<file path="config.mk">
export PLATFORM = sky130hd
export DESIGN_NAME = cas_ctrl_flat
export DESIGN_NICKNAME = d
export VERILOG_FILES = /design/src/cas_pkg.sv /design/src/cas_if.sv /design/src/cas_ctrl.sv /design/src/flat_wrapper.sv
export SDC_FILE = /design/constraint.sdc
export NUM_CORES = 1
export LEC_CHECK = 0
export ABC_AREA = 1
export BUFFER_PORTS_ARGS = -buffer_cell sky130_fd_sc_hd__buf_2
export CORE_MARGIN = 3
export CORE_UTILIZATION = 60
export DETAILED_ROUTE_END_ITERATION = 8
export PLACE_DENSITY = 0.84
export SLEW_MARGIN = 20
export SYNTH_ARGS = -nofsm -noshare
export SYNTH_HDL_FRONTEND = slang
export SYNTH_SLANG_ARGS = --single-unit
</file>
<file path="constraint.sdc">
create_clock -name clock -period 11.08 [get_ports clock]
set_input_delay 0.554 -clock clock [delete_from_list [all_inputs] [get_ports clock]]
set_output_delay 0.554 -clock clock [all_outputs]
set_load 0.01 [all_outputs]
</file>
<file path="src/cas_pkg.sv">
// Shared action codes, status codes, field widths and result type of the compacting array store.
package cas_pkg;

   // Action codes of a request beat
   localparam logic [2:0] ACT_APPEND = 3'd0;
   localparam logic [2:0] ACT_DELETE = 3'd1;
   localparam logic [2:0] ACT_READ   = 3'd2;
   localparam logic [2:0] ACT_LAST   = 3'd3;
   localparam logic [2:0] ACT_CLEAR  = 3'd4;

   // Status codes of a response beat
   localparam logic [1:0] ST_OK    = 2'd0;
   localparam logic [1:0] ST_RANGE = 2'd1;
   localparam logic [1:0] ST_FULL  = 2'd2;

   // Fixed field widths of the channels
   localparam int unsigned IDX_W  = 8;
   localparam int unsigned VAL_W  = 32;
   localparam int unsigned SIZE_W = 9;

   // One response beat
   typedef struct packed {
      logic [VAL_W-1:0]  read_value;
      logic [1:0]        status;
      logic [SIZE_W-1:0] count_after;
      logic [SIZE_W-1:0] capacity_after;
   } res_type;

endpackage

</file>
<file path="src/cas_if.sv">
// Request and response channel interfaces of the compacting array store.
interface cas_req_if;
   logic        valid;
   logic        ready;
   logic [2:0]  action;
   logic [7:0]  index;
   logic [31:0] value;

   modport source (output valid, output action, output index, output value, input ready);
   modport sink   (input valid, input action, input index, input value, output ready);
endinterface

interface cas_rsp_if;
   logic        valid;
   logic        ready;
   logic [31:0] read_value;
   logic [1:0]  status;
   logic [8:0]  count_after;
   logic [8:0]  capacity_after;

   modport source (output valid, output read_value, output status, output count_after,
                   output capacity_after, input ready);
   modport sink   (input valid, input read_value, input status, input count_after,
                   input capacity_after, output ready);
endinterface

</file>
<file path="src/cas_ctrl.sv">
// Sequencer: count and capacity, action decode, delete shift walk, response register.
module cas_ctrl #(
   parameter int unsigned DEPTH          = 256,
   parameter int unsigned DATA_WIDTH     = 32,
   parameter int unsigned START_CAPACITY = 4,
   localparam int unsigned AW            = $clog2(DEPTH)
) (
   input  logic                  clock,
   input  logic                  reset,
   cas_req_if.sink               req_ch,
   cas_rsp_if.source             rsp_ch,
   output logic                  wr_en,
   output logic [AW-1:0]         wr_addr,
   output logic [DATA_WIDTH-1:0] wr_data,
   output logic                  rd_en,
   output logic [AW-1:0]         rd_addr,
   input  logic [DATA_WIDTH-1:0] rd_data
);
   import cas_pkg::*;

   // Size width covers DEPTH, the start capacity and the 9-bit port fields
   localparam int unsigned CW0 = $clog2(DEPTH + 1);
   localparam int unsigned CW1 = $clog2(START_CAPACITY + 1);
   localparam int unsigned CW2 = (CW0 > CW1) ? CW0 : CW1;
   localparam int unsigned CW  = (CW2 > SIZE_W) ? CW2 : SIZE_W;
   // Value bits that survive both the port and the store
   localparam int unsigned VW  = (DATA_WIDTH < VAL_W) ? DATA_WIDTH : VAL_W;

   localparam logic [CW-1:0] DEPTH_C = CW'(DEPTH);
   localparam logic [CW-1:0] START_C = CW'(START_CAPACITY);

   localparam logic [1:0] S_IDLE  = 2'd0;
   localparam logic [1:0] S_READ  = 2'd1;
   localparam logic [1:0] S_SHIFT = 2'd2;
   localparam logic [1:0] S_DONE  = 2'd3;

   logic [1:0]    state_ff, state_in;
   logic [CW-1:0] cnt_ff, cnt_in;
   logic [CW-1:0] cap_ff, cap_in;
   logic [AW-1:0] ptr_ff, ptr_in;
   logic          rsp_valid_ff;
   res_type       rsp_ff;
   res_type       hold_ff;

   logic          out_free;
   logic          fin;
   res_type       res;
   logic [CW-1:0] idx_c;
   logic [CW-1:0] dec_cnt;
   logic [CW-1:0] shrunk_cap;
   logic [CW:0]   grown;

   assign out_free = !rsp_valid_ff || rsp_ch.ready;
   assign idx_c    = CW'(req_ch.index);
   assign dec_cnt  = cnt_ff - CW'(1);
   assign grown    = {cap_ff, 1'b0};

   // Capacity after a delete that leaves dec_cnt elements
   always_comb begin
      shrunk_cap = cap_ff;
      if (dec_cnt != '0 && dec_cnt == (cap_ff >> 2) && (cap_ff >> 1) != '0) begin
         shrunk_cap = cap_ff >> 1;
      end
   end

   assign req_ch.ready = (state_ff == S_IDLE);

   // Action decode and shift walk
   always_comb begin
      state_in = state_ff;
      cnt_in   = cnt_ff;
      cap_in   = cap_ff;
      ptr_in   = ptr_ff;
      wr_en    = 1'b0;
      wr_addr  = ptr_ff;
      wr_data  = rd_data;
      rd_en    = 1'b0;
      rd_addr  = ptr_ff + AW'(2);
      fin      = 1'b0;
      res      = '0;
      case (state_ff)
         S_IDLE: begin
            if (req_ch.valid) begin
               case (req_ch.action)
                  ACT_APPEND: begin
                     fin = 1'b1;
                     if (cnt_ff >= DEPTH_C) begin
                        res.status = ST_FULL;
                     end else begin
                        if (cnt_ff >= cap_ff) begin
                           cap_in = (grown > (CW + 1)'(DEPTH)) ? DEPTH_C : grown[CW-1:0];
                        end
                        wr_en   = 1'b1;
                        wr_addr = AW'(cnt_ff);
                        wr_data = DATA_WIDTH'(req_ch.value[VW-1:0]);
                        cnt_in  = cnt_ff + CW'(1);
                     end
                  end
                  ACT_DELETE: begin
                     if (idx_c >= cnt_ff) begin
                        fin        = 1'b1;
                        res.status = ST_RANGE;
                     end else if (idx_c == dec_cnt) begin
                        // last element: nothing to move
                        fin    = 1'b1;
                        cnt_in = dec_cnt;
                        cap_in = shrunk_cap;
                     end else begin
                        rd_en    = 1'b1;
                        rd_addr  = AW'(idx_c + CW'(1));
                        ptr_in   = AW'(idx_c);
                        state_in = S_SHIFT;
                     end
                  end
                  ACT_READ: begin
                     if (idx_c >= cnt_ff) begin
                        fin        = 1'b1;
                        res.status = ST_RANGE;
                     end else begin
                        rd_en    = 1'b1;
                        rd_addr  = AW'(idx_c);
                        state_in = S_READ;
                     end
                  end
                  ACT_LAST: begin
                     if (cnt_ff == '0) begin
                        fin        = 1'b1;
                        res.status = ST_RANGE;
                     end else begin
                        rd_en    = 1'b1;
                        rd_addr  = AW'(dec_cnt);
                        state_in = S_READ;
                     end
                  end
                  ACT_CLEAR: begin
                     fin    = 1'b1;
                     cnt_in = '0;
                     cap_in = START_C;
                  end
                  default: begin
                     fin = 1'b1;
                  end
               endcase
            end
         end
         S_READ: begin
            fin            = 1'b1;
            res.read_value = VAL_W'(rd_data[VW-1:0]);
            state_in       = S_IDLE;
         end
         S_SHIFT: begin
            // move entry ptr+1 down to ptr; next read is two ahead of the write
            wr_en   = 1'b1;
            wr_addr = ptr_ff;
            wr_data = rd_data;
            if (CW'(ptr_ff) + CW'(2) == cnt_ff) begin
               fin      = 1'b1;
               cnt_in   = dec_cnt;
               cap_in   = shrunk_cap;
               state_in = S_IDLE;
            end else begin
               rd_en   = 1'b1;
               rd_addr = ptr_ff + AW'(2);
               ptr_in  = ptr_ff + AW'(1);
            end
         end
         S_DONE: begin
            if (out_free) begin
               state_in = S_IDLE;
            end
         end
         default: begin
            state_in = S_IDLE;
         end
      endcase
      res.count_after    = cnt_in[SIZE_W-1:0];
      res.capacity_after = cap_in[SIZE_W-1:0];
      // response register busy: park the result
      if (fin && !out_free) begin
         state_in = S_DONE;
      end
   end

   // Control state
   always_ff @(posedge clock) begin
      if (reset) begin
         state_ff     <= S_IDLE;
         cnt_ff       <= '0;
         cap_ff       <= START_C;
         rsp_valid_ff <= 1'b0;
      end else begin
         state_ff <= state_in;
         cnt_ff   <= cnt_in;
         cap_ff   <= cap_in;
         if ((fin || state_ff == S_DONE) && out_free) begin
            rsp_valid_ff <= 1'b1;
         end else if (rsp_ch.ready) begin
            rsp_valid_ff <= 1'b0;
         end
      end
   end

   // Payload registers
   always_ff @(posedge clock) begin
      ptr_ff <= ptr_in;
      if (fin && out_free) begin
         rsp_ff <= res;
      end else if (state_ff == S_DONE && out_free) begin
         rsp_ff <= hold_ff;
      end
      if (fin && !out_free) begin
         hold_ff <= res;
      end
   end

   assign rsp_ch.valid          = rsp_valid_ff;
   assign rsp_ch.read_value     = rsp_ff.read_value;
   assign rsp_ch.status         = rsp_ff.status;
   assign rsp_ch.count_after    = rsp_ff.count_after;
   assign rsp_ch.capacity_after = rsp_ff.capacity_after;

endmodule
</file>
<file path="src/flat_wrapper.sv">
// flat-port wrapper written by rule: the top's interface ports become plain ports
module cas_ctrl_flat import cas_pkg::*;
#(
   parameter int unsigned DEPTH          = 256,
   parameter int unsigned DATA_WIDTH     = 32,
   parameter int unsigned START_CAPACITY = 4,
   localparam int unsigned AW            = $clog2(DEPTH)
)
  (clock, reset, wr_en, wr_addr, wr_data, rd_en, rd_addr, rd_data, req_ch_valid, req_ch_action, req_ch_index, req_ch_value, req_ch_ready, rsp_ch_valid, rsp_ch_read_value, rsp_ch_status, rsp_ch_count_after, rsp_ch_capacity_after, rsp_ch_ready);
  cas_req_if req_ch_i ();
  cas_rsp_if rsp_ch_i ();
  input  logic clock;
  input  logic reset;
  output logic wr_en;
  output logic [AW-1:0] wr_addr;
  output logic [DATA_WIDTH-1:0] wr_data;
  output logic rd_en;
  output logic [AW-1:0] rd_addr;
  input  logic [DATA_WIDTH-1:0] rd_data;
  input wire logic [$bits(req_ch_i.valid)-1:0] req_ch_valid;
  input wire logic [$bits(req_ch_i.action)-1:0] req_ch_action;
  input wire logic [$bits(req_ch_i.index)-1:0] req_ch_index;
  input wire logic [$bits(req_ch_i.value)-1:0] req_ch_value;
  output wire logic [$bits(req_ch_i.ready)-1:0] req_ch_ready;
  output wire logic [$bits(rsp_ch_i.valid)-1:0] rsp_ch_valid;
  output wire logic [$bits(rsp_ch_i.read_value)-1:0] rsp_ch_read_value;
  output wire logic [$bits(rsp_ch_i.status)-1:0] rsp_ch_status;
  output wire logic [$bits(rsp_ch_i.count_after)-1:0] rsp_ch_count_after;
  output wire logic [$bits(rsp_ch_i.capacity_after)-1:0] rsp_ch_capacity_after;
  input wire logic [$bits(rsp_ch_i.ready)-1:0] rsp_ch_ready;
  assign req_ch_i.valid = req_ch_valid;
  assign req_ch_i.action = req_ch_action;
  assign req_ch_i.index = req_ch_index;
  assign req_ch_i.value = req_ch_value;
  assign req_ch_ready = req_ch_i.ready;
  assign rsp_ch_valid = rsp_ch_i.valid;
  assign rsp_ch_read_value = rsp_ch_i.read_value;
  assign rsp_ch_status = rsp_ch_i.status;
  assign rsp_ch_count_after = rsp_ch_i.count_after;
  assign rsp_ch_capacity_after = rsp_ch_i.capacity_after;
  assign rsp_ch_i.ready = rsp_ch_ready;
  cas_ctrl #(.DEPTH(DEPTH), .DATA_WIDTH(DATA_WIDTH), .START_CAPACITY(START_CAPACITY)) u_core (.clock(clock), .reset(reset), .req_ch(req_ch_i), .rsp_ch(rsp_ch_i), .wr_en(wr_en), .wr_addr(wr_addr), .wr_data(wr_data), .rd_en(rd_en), .rd_addr(rd_addr), .rd_data(rd_data));
endmodule
</file>
Word level (Yosys, flattened, before mapping)
Index checks and enable logic that the tools add are counted.
{ "word_totals": {"ff_bits": 133, "input_bits": 79, "word_cells": 146} }
{ "op_classes": {"add_sub_neg": 6, "magnitude_cmp": 4, "eq_ne": 23, "n_mux": 79, "n_reduce_logical": 21} }
{ "op_table": {"columns": ["op", "count"], "rows": [
  ["two-way mux 32 bit", 5],
  ["two-way mux 8 bit", 15],
  ["two-way mux 9 bit", 13],
  ["two-way mux 52 bit", 2],
  ["case mux 9 bit (3 select lines)", 2],
  ["case mux 9 bit (2 select lines)", 2],
  ["case mux 8 bit (3 select lines)", 1],
  ["two-way mux 2 bit", 11],
  ["two-way mux 1 bit", 19],
  ["nonzero test 9 bit", 2],
  ["adder 8 x 1 -> 8 bit, second input constant", 2],
  ["!= test 4 bit, second input constant", 4],
  ["case mux 8 bit (2 select lines)", 1],
  ["case mux 2 bit (3 select lines)", 2],
  ["greater-than comparator 10 x 9 -> 1 bit, second input constant", 1],
  ["adder 8 x 2 -> 9 bit, second input constant", 1],
  ["adder 9 x 1 -> 9 bit, second input constant", 1],
  ["== test 8 x 9 -> 1 bit", 1],
  ["== test 9 x 7 -> 1 bit", 1],
  ["== test 9 bit", 1],
  ["greater-or-equal comparator 8 x 9 -> 1 bit", 1],
  ["greater-or-equal comparator 9 bit", 1],
  ["greater-or-equal comparator 9 bit, second input constant", 1],
  ["logical NOT 9 bit", 1],
  ["24 further kinds", 42]
]} }

Longest topological paths before layout
Gate-level depths: netlist (run 1).
{ "logic_depth": {"ltp_word": 11, "ltp_mapped": 23} }

Least setup slack after synthesis (run 1)
No wires, ideal clock.
{ "synth_path": {"path_kind": "register to register", "from": "reg u_core.ptr_ff[1]", "to": "reg u_core.rsp_ff, in the netlist u_core.rsp_ch.capacity_after[0], enable pin", "arrival_time_ns": 4.781, "t_required_ns": 10.585, "path_slack_ns": 5.804, "stages_incl_launch_ff": 12, "path_cell_list": "edfxtp_1 -> ha_1 -> or2_2 -> nand2_1 -> nor2_1 -> nor3_1 -> nand3_1 -> nor2_1 -> nand2_1 -> nor2_1 -> nand2_1 -> a31oi_1"} }
{ "synth_via": {"elab_chain_len": 6} }
{ "synth_rtl": {"columns": ["element", "line_no", "source"], "rows": [
  ["from (decl)", "cas_ctrl.sv:40", "logic [AW-1:0] ptr_ff, ptr_in;"],
  ["from (signal assigned)", "cas_ctrl.sv:205", "ptr_ff <= ptr_in;"],
  ["adder 8 x 2 -> 9 bit", "cas_ctrl.sv:156", "if (CW'(ptr_ff) + CW'(2) == cnt_ff) begin"],
  ["== test 9 bit", "cas_ctrl.sv:156", null],
  ["two-way mux 1 bit", "cas_ctrl.sv:156", null],
  ["case mux 1 bit (3 select lines)", "cas_ctrl.sv:81", "case (state_ff)"],
  ["logical AND 1 bit", "cas_ctrl.sv:206", "if (fin && out_free) begin"],
  ["nonzero test 2 bit (no line)", null, null],
  ["to (signal assigned)", "cas_ctrl.sv:207", "rsp_ff <= res;"],
  ["to (signal assigned)", "cas_ctrl.sv:209", "rsp_ff <= hold_ff;"],
  ["to (decl)", "cas_ctrl.sv:42", "res_type rsp_ff;"]
]} }
No other way between the ends.
A chain may end at the register's enable or synchronous reset.

Final worst setup path (run 1)
{ "layout_path": {"from": "reg u_core.cnt_ff[1]", "to": "out rd_addr[2]"} }
{ "layout_via": {"elab_chain_len": 7, "elab_cells_between_ends": 11, "classes_between": "add/sub: 1; order compare: 1; eq/ne: 1; mux: 7; reduce/logical: 1"} }
{ "layout_rtl": {"columns": ["element", "line_no", "source"], "rows": [
  ["from (decl)", "cas_ctrl.sv:38", "logic [CW-1:0] cnt_ff, cnt_in;"],
  ["from (signal assigned)", "cas_ctrl.sv:193", "cnt_ff <= cnt_in;"],
  ["subtractor 9 x 1 -> 9 bit", "cas_ctrl.sv:55", "assign dec_cnt = cnt_ff - CW'(1);"],
  ["== test 8 x 9 -> 1 bit", "cas_ctrl.sv:103", "end else if (idx_c == dec_cnt) begin"],
  ["two-way mux 8 bit", "cas_ctrl.sv:103", null],
  ["two-way mux 8 bit", "cas_ctrl.sv:100", "if (idx_c >= cnt_ff) begin"],
  ["case mux 8 bit (3 select lines) *", "cas_ctrl.sv:84", "case (req_ch.action)"],
  ["two-way mux 8 bit *", "cas_ctrl.sv:83", "if (req_ch.valid) begin"],
  ["two-way mux 8 bit *", null, null],
  ["to (decl)", "flat_wrapper.sv:18", "output logic [AW-1:0] rd_addr;"]
]} }
Every way passes the cells marked *; elsewhere a longest branch is shown, timed or not.

==> results summary, run 1 <==
The clock arrives with 0.01562 ns of skew. The total number of placement rows is 43. The maximum clock rate came out at ~0.24 GHz.

The number of enable-type register cells in the synthesized netlist is 112. The post-route fraction of the period consumed by the critical path came out at 37.95%. The flop and latch count out of synthesis is 133. The number of gates resized after CTS was 0. The number of warning messages in the yosys log is 0. In this run the cell area of the synthesized design comes to just under 9000 sq um.

The count of port buffers added during placement came out at approximately 180. The global placement routability congestion came out at roughly 1.0. The detailed router's first-iteration violation count came out at 1111. The floorplan step set the die width to 126.7 microns.

Entering global routing, the biggest net connects 82 pins. The clock-pin slew of the registers on the worst-case setup and hold paths came out at 0.06 ns. The cell at the root of the clock tree is sky130_fd_sc_hd__clkbuf_16.

The type of the tightest min-delay check is input pin to register. The detailed-routing iteration count for the pre-antenna-repair pass is 6. The number of slew-limit violations in the final report came to 0. The number of standard cells in the final layout excluding fillers is 1502. The register-to-register setup slack is 6.93 ns.

The post-synthesis net count came out at roughly 1200. The signed area change from the synthesized netlist to the final layout is 18.33%. The fill cell instance count of the final layout came out at between 1000 and 1500. The count of nets left with antenna violations after detail routing is 0. In the routed design, unresolved DRC markers number 0.

The endpoint identified for the worst register-to-register timing path is u_core.state_ff[1]. The CTS buffer count is 17. After detailed routing, the average wire length per cell comes to approximately 19 microns. The leftover overflow at the end of global routing came out at 0.

The number of antenna violations at the first check in global routing was 1. By area the synthesized netlist is led by sky130_fd_sc_hd__edfxtp_1, sky130_fd_sc_hd__nand2_1, sky130_fd_sc_hd__inv_1. The hold buffer count at CTS came out at 0. The cell type contributing the most total cell area after synthesis is sky130_fd_sc_hd__edfxtp_1.

The antenna diode instance count is 0. The startpoint identified for the worst hold timing path is rd_data[30]. The gate count of the mapped netlist came out at around 1100. Summed over all cells, the static leakage comes to 0.004889 uW. In this run the tightest slew margin relative to its limit is 24.39%. The via count of the first global-routing pass was ~8300.

The final number of setup-violating endpoints is 0. Across the run, the number of max-cap violations was 0. The slew at the pin with the worst max-slew slack came out at 1.133 ns. In this run the critical register-to-register path is launched from u_core.cnt_ff[0]. The count of boundary I/O pins came out at 183. The share of the synthesized area in the top cell type is 38.48%. The all-layer global routing usage is 35.02%.

The first global-routing pass estimated around 44000 microns of wire. The number of buffers on the longest clock path came out at 2. Of all flip-flops after synthesis, the portion carrying an async set or reset was 0%.

The cell count after placement is 1470. The path with the worst hold slack has its endpoint at u_core.hold_ff[50]. In the synthesized netlist the dominant register cell turns out to be sky130_fd_sc_hd__edfxtp_1.

The via count came out at a little under 9000. The core region is ~14000 sq um. The worst reg-to-reg path cell count is 18. The worst hold path was traced through 3 stages. The fraction of final layout cells sized beyond drive strength 1 came out at 21.03%. The library cell used most frequently in the layout, excluding fill and tap cells, is sky130_fd_sc_hd__nand2_1. The worst setup path is of the register to output pin kind. Setup total negative slack on the finished layout was measured at 0 ns. The worst setup path is launched from a register. Setup repair after global routing left no endpoint under its margin. The sequential area share after synthesis is 43.29%.

The clock tree synthesis step divided the H-tree into 4 levels. The via density per instance came out at 5.936. The minimum period implied by the final worst setup slack is 4.205 ns. The arrival time of data at the critical path endpoint is 3.65 ns. Clock latency on the worst-skew pair, taken at its later pin, is 0.43 ns. The top cell types in the final layout, fill and taps aside, are sky130_fd_sc_hd__nand2_1, sky130_fd_sc_hd__buf_2, sky130_fd_sc_hd__inv_1, sky130_fd_sc_hd__edfxtp_1, sky130_fd_sc_hd__nor2_1. The run finished with clean final reports.

After the last flow step, the layout net total stands at 1412. TritonCTS built the clock tree. The setup fix buffers added after clock tree synthesis is 0. The number of clock sinks is between 100 and 150.

The data required time of the worst path is roughly 11 ns. The mean post-synth cell area came out at 7.633 sq um. The die extent in y is ~130 microns.

The number of hold-slack violations in the final timing report is 0. Once the floorplan was initialized, standard cells occupied 62.24% of the core. STA classifies the critical path endpoint as an output pin.

The worst-path maximum fanout is 10. The placed wire-length estimate is 20350 microns. Summed over all layers, the routed wires come to 28720 microns. The full die area came out at 16050 sq um. The cell area power density came out at 208.1 nW/um^2.

The distinct cell type count after synthesis came out at 47. IR analysis of the VDD net gives a maximum drop of between 0.1 and 0.15 mV.
layout make-up:
| class | count | area (sq um) | share of cell area [%] |
|---|---|---|---|
| Multi-Input combinational cell | 844 | 4269 | 41.28 |
| Sequential cell | 133 | 3784 | 36.59 |
| Timing Repair Buffer | 186 | 940.9 | 9.099 |
| Inverter | 127 | 483.0 | 4.670 |
| Clock buffer | 18 | 439.2 | 4.247 |
| Tap cell | 180 | 225.2 | 2.178 |
| Clock inverter | 14 | 200.2 | 1.936 |
metal layers:
layer  global-route usage [%]  up-vias  wire (microns)
met5                        0        -               1
met4                    14.07        2            1142
met3                    9.221      101            3057
met2                    57.60      591           13660
met1                    44.20     4074           10860
li1                         -     4148               -
metrics by stage:
step / power (uW) / hold slack [ns] / worst slack [ns] / util (%) / area [sq um]
global placement: 1507 / 0.4899 / 7.034 / 69.08 / 9701
detailed placement: 1520 / 0.4933 / 6.918 / 69.08 / 9701
finish: 2152 / 0.5036 / 6.875 / 73.64 / 10340
global route: 2254 / 0.5107 / 6.551 / 73.64 / 10340
CTS: 2132 / 0.4966 / 6.923 / 73.63 / 10340
floorplan: 1261 / 0.4874 / 5.804 / - / 8740
kinds of logic (layout without fill, tap and decap cells):
logic type / Yosys count / after routing / share of synthesized area [%]
simple gates: 615 / 615 / 31.18
fa+ha+maj: 24 / 24 / 3.436
xor+xnor: 11 / 11 / 1.102
compound gates: 194 / 194 / 12.80
flops: 133 / 133 / 43.29
buf+inv: 168 / 345 / 8.189
power by group:
group / total, uW / internal [uW] / switching (uW)
Clock: 612 / 385 / 227
Combinational: 808 / 238 / 570
Sequential: 732 / 665 / 66.8
Total: 2150 / 1290 / 864
critical path, cell delays in order (launching register included):
cell and delay (ns):
sky130_fd_sc_hd__dfxtp_1 0.76, sky130_fd_sc_hd__inv_2 0.26, sky130_fd_sc_hd__ha_1 0.41, sky130_fd_sc_hd__inv_1 0.13, sky130_fd_sc_hd__a21oi_1 0.16, sky130_fd_sc_hd__o21ai_0 0.16, sky130_fd_sc_hd__nor2_4 0.13, sky130_fd_sc_hd__nand3_4 0.11
sky130_fd_sc_hd__nor2_8 0.15, sky130_fd_sc_hd__nand2_2 0.08, sky130_fd_sc_hd__nand2_1 0.15, sky130_fd_sc_hd__nand2_1 0.12, sky130_fd_sc_hd__o21ai_0 0.20, sky130_fd_sc_hd__a21oi_1 0.09, sky130_fd_sc_hd__a21oi_1 0.13, sky130_fd_sc_hd__buf_2 0.15
worst max-delay path by stage:
| stage | endpoint | start | slack, ns | cells past startpoint |
|---|---|---|---|---|
| after global placement | u_core.hold_ff[1] | u_core.cnt_ff[0] | 7.03 | 14 |
| after global routing | u_core.state_ff[1] | u_core.cnt_ff[3] | 6.55 | 14 |
| final | rd_addr[2] | u_core.cnt_ff[1] | 6.87 | 15 |
| after floorplan | u_core.rsp_ch.capacity_after[0] | u_core.ptr_ff[1] | 5.80 | 11 |
| after CTS | rd_addr[2] | u_core.cnt_ff[0] | 6.92 | 15 |
| after detailed placement | u_core.hold_ff[39] | u_core.cnt_ff[0] | 6.92 | 14 |
state kept, by name, indices dropped and copies added, names as in the netlist:
register	count
u_core.cap_ff	9
u_core.cnt_ff	9
u_core.hold_ff	52
u_core.ptr_ff	8
u_core.rsp_ch.capacity_after	9
u_core.rsp_ch.count_after	9
u_core.rsp_ch.read_value	32
u_core.rsp_ch.status	2
u_core.rsp_ch.valid	1
u_core.state_ff	2
synth_stat cells (all sizes together) (3+ instances only):
master	instances
edfxtp	112
a21oi	59
o211ai	7
nor3	13
nand4	22
o221ai	5
dfxtp	21
nand2	399
o21ai	87
a22o	4
ha	24
xor2	9
nor2	106
a22oi	14
clkbuf	13
or2	3
buf	28
nand3	69
o21a	3
a31oi	9
inv	125
No activity file was read; power rests on OpenSTA's default activity.
==> run 2: changes to the inputs <==
- ABC_AREA: 1 -> 0
- CORE_UTILIZATION: 60 -> 51
- PLACE_DENSITY: 0.84 -> 0.76
- clock period: 11.08 -> 3.45 ns (I/O delays scaled with it)
==> run 2 against run 1 <==
Net effect: synthesized area barely moved; critical path depth fell by 1; register-to-register slack got worse by 6.8 ns; clock power rose to 2.8 times the previous value; utilization fell by 4.9 points; critical endpoint is now rd_addr[1].
==> results summary, run 2 <==
The flow ran to the end, and the final reports show no timing, DRC or antenna violations. In the synthesized netlist, the cells that appear most often are sky130_fd_sc_hd__edfxtp_1, sky130_fd_sc_hd__nand2_1, sky130_fd_sc_hd__mux2_2. The slew at the pin with the worst max-slew slack was 0.6645 ns (-0.4684 ns). The antenna diode instance count came out at 0 (unchanged). The clock-pin slew of the registers on the worst-case setup and hold paths is 0.06 ns (about the same). The share of power burned in the clock network was 39.1% (+11 points). The most common cell after layout, fill and taps aside is sky130_fd_sc_hd__buf_2. The net count reported at finish came out at 1235 (-13%). The final number of setup-violating endpoints is 0 (unchanged). The flip-flop count of the largest register after layout came out at 52 (unchanged).

The summed instance area of the synthesized netlist is 8747 sq um (about the same). The combinational group share of total power was 17.9% (-20 points). The number of slew-limit violations in the final report is 0 (unchanged). The remaining routing DRC violations came to 0 (unchanged).

The mean post-synth cell area came out at 10.03 sq um (+31%). The final design instance area without fill is 11480 sq um (+11%). The switching power of the nets is 1195 uW (+38%). The x dimension of the die is 137.0 microns (+8.1%).

The leakage power summed over all cells came out at 0.004821 uW (-1.4%). The total power is 4431 uW (+110%). The die extent in y came out at 137.0 microns (+8.1%).

The multi-input gate area in the final layout came out at 4776 sq um (+12%). The full die area is 18760 sq um (+17%). Setup repair after global routing could not meet its margin everywhere. The top cell types in the final layout, fill and taps aside, are sky130_fd_sc_hd__buf_2, sky130_fd_sc_hd__edfxtp_1, sky130_fd_sc_hd__buf_4, sky130_fd_sc_hd__nand2_1, sky130_fd_sc_hd__mux2_2. The number of buffers on the longest clock path came to 2 (unchanged). The final sum of negative setup slack came out at 0 ns (unchanged). The share of the core filled with cells is 68.71% (-4.9 points). The global placement routability congestion is 0.9909 (-5.3%).

The mean routed wirelength per cell is 19.60 microns (+2.5%). The post-synthesis net count came out at 975 (-22%). The switching share of power is 26.96% (-13 points). The cell type contributing the most total cell area after synthesis is sky130_fd_sc_hd__edfxtp_1. The all-layer global routing usage is 27.73% (-7.3 points). The via density per instance came out at 5.940 (about the same). The distinct cell type count after synthesis came out at 91 (+94%).

The via count came out at 8108 (-9.1%). The count of boundary I/O pins came to 183 (unchanged). The minimum period implied by the final worst setup slack is 3.378 ns. TritonCTS built the clock tree. The worst setup path is captured at an output pin. The signed area change from the synthesized netlist to the final layout came out at 31.20%. Ranked by flip-flop count, first place goes to u_core.hold_ff. The fraction of final layout cells sized beyond drive strength 1 came to 40.87% (+20 points). The type of the tightest min-delay check is input pin to register. Ranked by total cell area, the synthesized netlist is headed by sky130_fd_sc_hd__edfxtp_1, sky130_fd_sc_hd__mux2_2, sky130_fd_sc_hd__dfxtp_1. The largest clock skew in the final design is 0.008947 ns (-0.006673 ns). The worst-path maximum fanout came out at 8 (-2).

The maximum clock rate came out at 0.2961 GHz. The count of nets left with antenna violations after detail routing came out at 0 (unchanged). STA classifies the critical path startpoint as a register.

The total wire length after detailed routing is 26760 microns (-6.8%). The number of enable-type register cells in the synthesized netlist is 112 (unchanged). The detailed-routing iteration count for the pre-antenna-repair pass is 8 (+2). The flop and latch count out of synthesis is 133 (unchanged). The start point of the worst min-delay path is rd_data[13]. The sequential area share after synthesis came out at 43.26% (about the same). The cell area power density is 386.2 nW/um^2 (+86%).

The data required time of the worst path came out at 3.28 ns (-7.25 ns). The timing startpoint of the critical path is u_core.cnt_ff[0]. The number of clock sinks came to 133 (unchanged).

The placeable core region came out at 16700 sq um (+19%). The placed wire-length estimate is 19320 microns (-5.1%). The number of levels the H-tree was split into is 4 (unchanged). The gate count of the mapped netlist is 872 (-24%). The fill cell instance count of the final layout is 1306 (+24%). The clock latency of the later-clocked register in the worst-skew pair came out at 0.42 ns (about the same). The post-route fraction of the period consumed by the critical path came out at 97.90%. The proportion of synthesized flip-flops having asynchronous set or reset is 0% (unchanged). The count of maximum capacitance violations came out at 0 (unchanged).

The count of port buffers added during placement came to 182 (unchanged). The leftover overflow at the end of global routing came to 0 (unchanged). The maximum number of pins on one net before global-route repair is 47 (-43%). The total number of placement rows came out at 47 (+9.3%). The worst register-to-register path begins at u_core.cnt_ff[0]. The wire length of the first global-routing pass came out at 40350 microns (-8.3%). The arrival time of data at the critical path endpoint came to 3.21 ns (-0.44 ns). The class of the most critical setup path is register to output pin. For this run, the leading register cell type out of synthesis is sky130_fd_sc_hd__edfxtp_1.

The root buffer cell chosen for the clock tree is sky130_fd_sc_hd__clkbuf_16. The CTS buffer count came out at 17 (unchanged). The initial cell density of the core came out at 52.37% (-9.9 points).

The detailed router's first-iteration violation count is 703 (-37%). The worst ir drop on vdd came to 0.3025 mV (+120%). The remaining max-slew budget at the tightest pin was 55.29% (+31 points). The number of antenna violations at the first check in global routing is 0 (-1).

The via count of the first global-routing pass came out at 7688 (-7.1%). The most common cell in the synthesized netlist is sky130_fd_sc_hd__edfxtp_1. The instance area at placement is 10660 sq um (+9.9%). The area occupied by registers came out at 3790 sq um (+0.17%). The number of hold-slack violations in the final timing report is 0 (unchanged). The internal power is 3237 uW (+150%). The share of the synthesized area in the top cell type is 38.45% (about the same). The share of power burned in registers came to 43.0% (+9.0 points).

The number of warning messages in the yosys log came to 0 (unchanged).
run 2: cell count changes after synthesis, sizes merged, moves of 11 or more:
cell | previous run | this run
clkbuf | 13 | 41
o21ai | 87 | 65
mux2 | 0 | 78
nand3 | 69 | 24
nand4 | 22 | 8
nor2 | 106 | 61
and3 | 0 | 44
nand2 | 399 | 78
inv | 125 | 33
xnor2 | 2 | 20
a21oi | 59 | 34
a22oi | 14 | 3
run 2: layer usage:
metal	vias to the layer above	track usage (%)	wire length, microns
met4	0	9.812	675
li1	3795	-	-
met5	-	0	0
met1	3858	37.71	11520
met3	65	5.478	2028
met2	390	44.20	12530
run 2: path summary, 6_finish.rpt:
check / endpoint / cells past startpoint / slack, ns
worst max register to register: u_core.rsp_ch.capacity_after[7] / 14 / 0.11
worst max-delay path: rd_addr[1] / 14 / 0.07
worst min-delay path: u_core.hold_ff[33] / 2 / 0.12
worst min register to register: u_core.rsp_ch.count_after[5] / 2 / 0.52
run 2: power by group through the flow:
stage          sequential (uW)  clock [uW]  combinational, uW
3_5_place_dp              1940           0                765
6_report                  1900        1730                792
3_3_place_gp              1930           0                749
2_1_floorplan             1980           0                404
4_1_cts                   1910        1750                775
5_1_grt                   1910        1840                856
run 2: area by class of cell:
| cell class | instances | share of cell area, % |
|---|---|---|
| Tap cell | 220 | 2.399 |
| Clock buffer | 17 | 3.707 |
| Clock inverter | 15 | 1.276 |
| Inverter | 36 | 1.243 |
| Timing Repair Buffer | 301 | 16.74 |
| Multi-Input combinational cell | 643 | 41.62 |
| Sequential cell | 133 | 33.02 |
run 2: kinds of logic (layout without fill, tap and decap cells):
group / after synthesis / in the layout / share of synthesized area (%)
simple gates: 297 / 298 / 18.30
compound gates: 205 / 205 / 15.73
flops: 133 / 133 / 43.26
buf+inv: 97 / 369 / 4.835
mux: 80 / 80 / 10.83
xor+xnor: 35 / 35 / 3.505
fa+ha+maj: 25 / 25 / 3.547
run 2: stage by stage:
stage | hold WS [ns] | instances | setup WS [ns]
after detailed placement | 0.5140 | 1322 | -0.02907
after global routing | 0.1077 | 1365 | -0.08999
after global placement | 0.5009 | 1322 | 0.02837
after CTS | 0.09728 | 1357 | 0.002810
after floorplan | 0.2441 | 872 | -0.1534
final | 0.1152 | 1365 | 0.07240
run 2: repair_timing:
action / in CTS / in global routing
gates resized for setup: 10 / 28
pin swaps: 1 / 16
setup endpoints to repair: 12 / 199
cloned: 0 / 1
hold buffers: 0 / 0
setup buffers: 3 / 7
run 2: critical path: stages, from the launching register on:
cell                       delay (ns)
sky130_fd_sc_hd__dfxtp_4         0.37
sky130_fd_sc_hd__inv_6           0.07
sky130_fd_sc_hd__ha_4            0.16
sky130_fd_sc_hd__buf_12          0.12
sky130_fd_sc_hd__or4b_4          0.51
sky130_fd_sc_hd__nor3_4          0.14
sky130_fd_sc_hd__o22ai_2         0.11
sky130_fd_sc_hd__nor4b_4         0.24
sky130_fd_sc_hd__buf_6           0.17
sky130_fd_sc_hd__nor3_2          0.05
sky130_fd_sc_hd__buf_6           0.16
sky130_fd_sc_hd__a221oi_4        0.30
sky130_fd_sc_hd__o21a_1          0.16
sky130_fd_sc_hd__o22ai_1         0.08
sky130_fd_sc_hd__buf_2           0.15
